File: src/sv/hne_pkg.sv
`timescale 1ns / 1ps
`default_nettype none
package hne_pkg;
  localparam int unsigned GridMaxDefault     = 256;
  localparam int unsigned NormalFracDefault  = 14;
  localparam int unsigned LenExtra           = 10;
  localparam int unsigned CfgGridSizeIdx     = 0;
  localparam logic [8:0]  GridSizeReset      = 9'd256;
  localparam logic [17:0] UpTerm             = 18'sd512;

  typedef enum logic [3:0] {
    ST_IDLE,
    ST_RD_L,
    ST_RD_R,
    ST_RD_D,
    ST_RD_U,
    ST_SQ,
    ST_SQRT,
    ST_DIV,
    ST_OUT
  } state_e;

  typedef enum logic [2:0] {
    M_IDLE,
    M_SQ,
    M_SUM,
    M_SQRT,
    M_DIV,
    M_DONE
  } math_state_e;

  // Values formed by the sequencer and handed to the math unit.
  typedef struct packed {
    logic               start;
    logic signed [16:0] dx;
    logic signed [16:0] dz;
  } math_req_t;
endpackage
`default_nettype wire

File: src/sv/hne_math.sv
`timescale 1ns / 1ps
`default_nettype none
// Bit-serial square root of (dx^2 + 512^2 + dz^2) << 20, then three
// restoring divisions done one quotient bit per cycle.
module hne_math #(
  parameter int unsigned NormalFrac = hne_pkg::NormalFracDefault
) (
  input  wire logic              clk_i,
  input  wire logic              rst_ni,
  input  wire hne_pkg::math_req_t req_i,
  output      logic              done_o,
  output      logic [15:0]       nx_o,
  output      logic [14:0]       ny_o,
  output      logic [15:0]       nz_o
);
  localparam int unsigned SW = 56;           // radicand width
  localparam int unsigned LW = 28;           // root width
  localparam int unsigned QW = NormalFrac + 2;
  localparam int unsigned Sh = NormalFrac + hne_pkg::LenExtra;
  localparam int unsigned NW = 16 + Sh + 2;  // numerator width
  localparam logic [QW-1:0] One = QW'(1) << NormalFrac;

  hne_pkg::math_state_e st_q, st_d;
  logic [33:0]      sqx_q, sqz_q;
  logic [SW-1:0]    rad_q, rem_q;
  logic [LW-1:0]    root_q;
  logic [5:0]       cnt_q;
  logic [1:0]       comp_q;
  logic [NW-1:0]    num_q, drem_q;
  logic [QW-1:0]    quo_q;
  logic [16:0]      magx_q, magz_q;
  logic             negx_q, negz_q;
  logic [15:0]      nx_q, nz_q;
  logic [14:0]      ny_q;

  logic [SW+1:0]    trial;
  logic [SW+1:0]    rem_sh;
  logic [LW-1:0]    root_fin;
  logic [NW:0]      drem_sh;
  logic             qbit;
  logic [QW-1:0]    qnext, qfin;
  logic [16:0]      mag_sel;
  logic [NW-1:0]    num_init;

  always_comb begin
    rem_sh   = {rem_q, rad_q[SW-1 -: 2]};
    trial    = {root_q, 2'b01};
    root_fin = {root_q[LW-2:0], (rem_sh >= trial)};
    drem_sh  = {drem_q, num_q[NW-1]};
    qbit     = (drem_sh >= (NW+1)'(root_q));
    qnext    = {quo_q[QW-2:0], qbit};
    qfin     = (qnext > One) ? One : qnext;
    // Numerator of the component that follows the current one, with half
    // of the root added so that the quotient rounds half up.
    case (comp_q)
      2'd0:    mag_sel = 17'd512;
      default: mag_sel = magz_q;
    endcase
    num_init = (NW'(mag_sel) << Sh) + NW'(root_q >> 1);
  end

  always_comb begin
    st_d = st_q;
    unique case (st_q)
      hne_pkg::M_IDLE: if (req_i.start) st_d = hne_pkg::M_SQ;
      hne_pkg::M_SQ:   st_d = hne_pkg::M_SUM;
      hne_pkg::M_SUM:  st_d = hne_pkg::M_SQRT;
      hne_pkg::M_SQRT: if (cnt_q == 6'd0) st_d = hne_pkg::M_DIV;
      hne_pkg::M_DIV:  if (cnt_q == 6'd0 && comp_q == 2'd2) st_d = hne_pkg::M_DONE;
      hne_pkg::M_DONE: st_d = hne_pkg::M_IDLE;
      default:         st_d = hne_pkg::M_IDLE;
    endcase
  end

  always_comb begin
    done_o = (st_q == hne_pkg::M_DONE);
  end

  always_ff @(posedge clk_i or negedge rst_ni) begin
    if (!rst_ni) begin
      st_q <= hne_pkg::M_IDLE;
    end else begin
      st_q <= st_d;
    end
  end

  always_ff @(posedge clk_i) begin
    unique case (st_q)
      hne_pkg::M_IDLE: begin
        negx_q <= req_i.dx[16];
        negz_q <= req_i.dz[16];
        magx_q <= req_i.dx[16] ? 17'(-req_i.dx) : 17'(req_i.dx);
        magz_q <= req_i.dz[16] ? 17'(-req_i.dz) : 17'(req_i.dz);
      end
      hne_pkg::M_SQ: begin
        sqx_q <= 34'(magx_q * magx_q);
        sqz_q <= 34'(magz_q * magz_q);
      end
      hne_pkg::M_SUM: begin
        rad_q  <= SW'({2'b0, sqx_q} + {2'b0, sqz_q} + 36'd262144) << 20;
        rem_q  <= '0;
        root_q <= '0;
        cnt_q  <= 6'(LW - 1);
      end
      hne_pkg::M_SQRT: begin
        rad_q  <= rad_q << 2;
        root_q <= root_fin;
        if (rem_sh >= trial) begin
          rem_q <= SW'(rem_sh - trial);
        end else begin
          rem_q <= SW'(rem_sh);
        end
        if (cnt_q == 6'd0) begin
          comp_q <= 2'd0;
          cnt_q  <= 6'(NW - 1);
          drem_q <= '0;
          quo_q  <= '0;
          num_q  <= (NW'(magx_q) << Sh) + NW'(root_fin >> 1);
        end else begin
          cnt_q <= cnt_q - 6'd1;
        end
      end
      hne_pkg::M_DIV: begin
        if (cnt_q == 6'd0) begin
          case (comp_q)
            2'd0:    nx_q <= negx_q ? 16'(-17'(qfin)) : 16'(qfin);
            2'd1:    ny_q <= 15'(qfin);
            default: nz_q <= negz_q ? 16'(-17'(qfin)) : 16'(qfin);
          endcase
          comp_q <= comp_q + 2'd1;
          cnt_q  <= 6'(NW - 1);
          drem_q <= '0;
          quo_q  <= '0;
          num_q  <= num_init;
        end else begin
          num_q <= num_q << 1;
          quo_q <= qnext;
          if (qbit) begin
            drem_q <= NW'(drem_sh - (NW+1)'(root_q));
          end else begin
            drem_q <= NW'(drem_sh);
          end
          cnt_q <= cnt_q - 6'd1;
        end
      end
      default: ;
    endcase
  end

  assign nx_o = nx_q;
  assign ny_o = ny_q;
  assign nz_o = nz_q;
endmodule
`default_nettype wire

File: config.mk
export PLATFORM = sky130hd
export DESIGN_NAME = hne_math
export DESIGN_NICKNAME = d
export VERILOG_FILES = /design/src/sv/hne_pkg.sv /design/src/sv/hne_math.sv
export SDC_FILE = /design/constraint.sdc
export NUM_CORES = 2
export LEC_CHECK = 0
export CORE_UTILIZATION = 50
export CTS_CLUSTER_DIAMETER = 100
export DETAILED_ROUTE_END_ITERATION = 10
export DONT_BUFFER_PORTS = 1
export PLACE_DENSITY = 0.64
export SLEW_MARGIN = 20
export SYNTH_ARGS = -nofsm -noshare
export SYNTH_HDL_FRONTEND = slang
export SYNTH_SLANG_ARGS = --single-unit
File: constraint.sdc
create_clock -name clk_i -period 45.2 [get_ports clk_i]
set_clock_uncertainty 0.1 [all_clocks]
set_input_delay 2.26 -clock clk_i [delete_from_list [all_inputs] [get_ports clk_i]]
set_output_delay 2.26 -clock clk_i [all_outputs]
set_load 0.05 [all_outputs]
== Word-level counts from Yosys, hierarchy flattened ==
Index checks and enable logic that the tools add are counted.
Operators by class
  $lt $le $gt $ge: 3
  add/subtract/negate cells: 11
  multiply operators: 2
  muxes and demuxes: 29
  bitwise gates (word level): 1
  eq/ne operators: 11
  reduce and logical (&&, ||, !) cells: 15
Operator list (number)
  $pmux W56 S2: 2
  $mux W42: 5
  $pmux W42 S2: 2
  $add A41 B27 Y42: 2
  $mux W16: 5
  $mul A17 B17 Y34: 2
  $ge A58 B30 Y1: 1
  $mux W56: 1
  $pmux W28 S2: 1
  $sub A56 B30 Y56: 1
  $ge A43 B28 Y1: 1
  $sub A42 B28 Y42: 1
  $add A35 B19 Y36 const B: 1
  $add A34 B34 Y35: 1
  $neg A17 Y17: 2
  $mux W15: 2
  $pmux W15 S2: 1
  $mux W17: 1
  $gt A16 B15 Y1 const B: 1
  $neg A16 Y16: 1
  $pmux W3 S5: 1
  $reduce_and A3 Y1: 5
  $pmux W6 S2: 1
  $mux W3: 3
  19 further kinds: 28
Word-level totals
  flip-flop bits (word level): 401
  bits of input ports: 37
  output and inout bits: 48

== Depth between registers and ports, before layout ==
  word-level depth: 5
  depth in mapped cells: 25
  depth with buffers taken out: 25

== Worst setup path before layout ==
No wires, ideal clock.
  kind: register to register
  start: register st_q[2]
  end: register drem_q[0], enable pin
  library setup time: 0.693 ns
  path slack: 30.475 ns
  clock period less this slack: 14.725 ns
  data arrival time: 13.932 ns
  cell stages (with the launch flop): 6
  data required time: 44.407 ns
  cell sequence: dfrtp_1 clkbuf_1 nor2b_1 nand2_1 clkbuf_1 o21ai_0
On the way
  cells in the longest elaborated chain, start to end: 3
  elaborated cells between the ends (all ways): 5
  those cells by class: eq/ne (3); reduce/logical (2)
RTL lines
  start, declared: RTL line hne_math.sv:23  | hne_pkg::math_state_e st_q, st_d;
  start signal, assigned: RTL line hne_math.sv:81  | st_q <= hne_pkg::M_IDLE;
  start signal, assigned: RTL line hne_math.sv:83  | st_q <= st_d;
  $eq A3 B2 Y1 or $eq A3 B3 Y1 (tied branches): RTL line hne_math.sv:88  | unique case (st_q)
  $ne A2 B2 Y1 (no line) or $reduce_bool A2 Y1 (tied branches)
  $reduce_and A2 Y1 (no line) *
  end signal, assigned: RTL line hne_math.sv:139  | drem_q <= NW'(drem_sh - (NW+1)'(root_q));
  end signal, assigned: RTL line hne_math.sv:141  | drem_q <= NW'(drem_sh);
  end, declared: RTL line hne_math.sv:29  | logic [NW-1:0] num_q, drem_q;
Every way passes the cells marked *; elsewhere a longest branch is shown, timed or not.
A chain may end at the register's enable or synchronous reset.

== Worst setup path in the final report ==
  start: register magz_q[5]
  end: register sqz_q[33] (data pin)
On the way
  cells in the longest elaborated chain, start to end: 1
RTL lines
  start, declared: RTL line hne_math.sv:31  | logic [16:0] magx_q, magz_q;
  start signal, assigned: RTL line hne_math.sv:93  | magz_q <= req_i.dz[16] ? 17'(-req_i.dz) : 17'(req_i.dz);
  $mul A17 B17 Y34: RTL line hne_math.sv:97  | sqz_q <= 34'(magz_q * magz_q);
  end signal, assigned: RTL line hne_math.sv:97
  end, declared: RTL line hne_math.sv:24  | logic [33:0] sqx_q, sqz_q;
No other way between the ends.

==> metrics.txt <==
clock sinks=379; Slew @ Worst Pin=1.05 ns; Cell Area, Synth=38400 um^2; setup_tns=0 ns; Longest Clk Path Bufs=3; layout net count=4678; CP startpoint=magz_q[5]$_DFFE_PN_; most used cell, CP=fa_1; clock slew at reported path FFs=0.06 ns; post-synthesis simple-gate area fraction=0.140; initial DRC count=1681; syn_area_per_cell=9.65 um^2; Worst path max stage delay=0.89 ns; synthesized flop and latch total=379; Vias=27.0k; initial antenna violation count=2; Root Buffer=clkbuf_16; CTS Buf Count=45; Ports=85; Synth Instances=3979; Port Buf Inserts=0; gr ovfl total=0; vias per cell=5.44; area occupied by registers=11400 um^2; DRC viols=0; gpl congestion=0.893; worst r2r src=magz_q[5]$_DFFE_PN_; largest family of logic cells by synthesized area=adder cells; Top FF cell, synth=edfxtp_1; Mapped Nets=4758; n_diodes=0; critical path required time=45.57 ns; overall power=750 uW; vias in the first global route=27.6k; final critical path time including I/O delays and setup=7.54 ns; hold buffers post-CTS=0; crit path DAT=7.92 ns; Hold WS=0.405 ns; share of post-route cells with drive strength above 1=0.0338; Synth Area in Compound Gates=0.114; first-pass GRT wire length=144000 um; Final Hold Viols=0; Setup Slack @ Placement=37.69 ns; DR pass1 iterations=5; max-cap viol count=0; hold_sp=rad_q[22]$_DFFE_PP_; CP top delay family=adder cells; fin. max-slew vios=0; DPL Wire Length=66500 um; # fillers=6908; crit path cell chain=nand2_1 > fa_1 > inv_1 > fa_1 > inv_1 > fa_1 > inv_1 > fa_1 > fa_1 > inv_1 > fa_1 > inv_1 > ha_1 > nand3_1 > o211ai_1 > or3_1 > a21oi_1 > or2_2 > nand3_1 > a311oi_1 > o21ai_0 > or4_1 > nand3_1; CP endpoint kind=flip-flop; Antenna Nets Post-Route=0; mux cell area share after synthesis=0.00215; Post-synth EDFFs=376; post-CTS setup buffers=0; fmax=133 MHz; Power Dens Cells=18.4 nW/um^2; largest net degree at the start of global routing=78; Multi-input gate area=24100 um^2; placed insts=4881; Max VDD drop=26.8 uV; LEAKAGE=0.0182 uW; area growth from synthesis to layout=6.31%; die height=279 um; Post-synth ARST share=0.00792; wire per inst=17.7 um; slowest CP cell=edfxtp_1; critical setup path kind=reg -> reg; HP Class=reg -> reg; buffers plus inverters on the worst setup path=5; period utilisation layout=0.167; Slew Limit Headroom=0.302; gr usage total=0.232; cts repair resizes=0; core outline area=75900 um^2; # rows=101; die width=279 um; post-synthesis sequential area ratio=0.296; Cell variety after synth=68; Synth Area in Adders=0.317; H-tree depth=2; Synth warnings=0; non-filler cells, final=4965; final setup margin=37.66 ns; DRT Wirelength=88000 um; status=complete, no violations; setup violators final=0; CTS tree=built; Critical Path Fanout Max=21; CP Launch Type=flip-flop; RSZ-0062 raised after global routing=no; XOR/XNOR Fraction of Synth Area=0.0529; later-pin clock latency in the skew report=0.62 ns; Die Area=77900 um^2; Initial Util=0.506
## logic make-up after synthesis
family                     Yosys count
and+or+nand+nor                   1142
xor gates and xnor gates           232
DFF                                379
adders and majority gates          742
AOI/OAI and AO/OA                  687
buffers and inverters              788
other                                1
muxes                                8
## where the power goes
group | internal, uW | switching (uW) | leakage [uW] | total, uW
combinational | 2.54 | 2.02 | 0.0138 | 4.57
clock | 204 | 160 | 0.000706 | 364
sequential | 381 | 0.000000000203 | 0.00368 | 381
## worst paths after layout
check                                       to  slack (ns)  cells after the start
setup / recovery           sqz_q[33]$_DFFE_PP_       37.66                     23
hold / removal             rad_q[24]$_DFFE_PP_        0.41                      2
setup reg to reg           sqz_q[33]$_DFFE_PP_       37.66                     23
hold reg to reg            rad_q[24]$_DFFE_PP_        0.41                      2
max in group asynchronous  st_q[2]$_DFFE_PN0P_       43.68                      0
min in group asynchronous  st_q[0]$_DFFE_PN0P_        1.23                      0
## sequential cells by signal (all words and copies together) (netlist names), 17 cells and up
name,cells
sqz_q,33
drem_q,42
rad_q,36
magz_q,17
sqx_q,33
rem_q,56
num_q,42
root_q,28
magx_q,17
## tightest hold or removal path: stages, from the launching register on
cell      delay [ns]
edfxtp_1        0.32
nand2_1         0.04
o21ai_0         0.06
## cells in the final DEF (no fill, tap or decap), types with 18 or more instances in the layout
| cell type | n |
|---|---|
| ha_1 | 355 |
| a21oi_1 | 232 |
| clkbuf_16 | 45 |
| a21o_1 | 71 |
| nand2_1 | 424 |
| a31oi_1 | 31 |
| nor4_1 | 18 |
| edfxtp_1 | 376 |
| nand3_1 | 46 |
| xnor2_1 | 178 |
| nor2_1 | 260 |
| and2_1 | 125 |
| o211ai_1 | 18 |
| nand2b_1 | 22 |
| o31ai_1 | 25 |
| or3_1 | 34 |
| a211oi_1 | 41 |
| fa_1 | 387 |
| nor2b_1 | 44 |
| and3_1 | 41 |
| or4_1 | 22 |
| inv_1 | 638 |
| o21a_1 | 27 |
| buf_4 | 22 |
| xor2_1 | 54 |
| o21ai_0 | 116 |
| nor3_1 | 49 |
## per-stage QoR
stage	cell area, um^2	utilization
6_report	40800	0.537
3_5_place_dp	39300	0.518
4_1_cts	40800	0.537
3_3_place_gp	39300	0.518
2_1_floorplan	38400	-
5_1_grt	40800	0.537
## layout make-up
type | count | area share
sequential | 379 | 0.278
timing repair buffer | 23 | 0.00472
clock buffer | 55 | 0.0285
tap | 1030 | 0.0316
multi-input combinational | 2812 | 0.591
clock inverter | 28 | 0.00711
inverter | 638 | 0.0587
## cells in the mapped netlist (19+ instances only)
cell	number	area, um^2
fa_1	387	7750
a21oi_1	232	1160
and3_1	41	257
a211oi_1	41	308
a31oi_1	31	194
ha_1	355	4440
a21o_1	71	533
inv_1	638	2390
and2_1	126	788
or4_1	22	165
xor2_1	54	473
o21a_1	27	203
edfxtp_1	376	11300
nand3_1	46	230
nand2b_1	22	138
o31ai_1	25	188
nor2b_1	46	288
clkbuf_1	139	522
or3_1	35	219
nor3_1	51	255
nand2_1	425	1600
o21ai_0	117	586
nor2_1	260	976
xnor2_1	178	1560
nor4_1	19	119
## per-layer routing
metal | wire length, um | GRT usage
met5 | 0 | 0
met4 | 2690 | 0.0714
met3 | 3450 | 0.0250
met2 | 43100 | 0.398
met1 | 38700 | 0.309
Power figures use the tool's default switching activity.
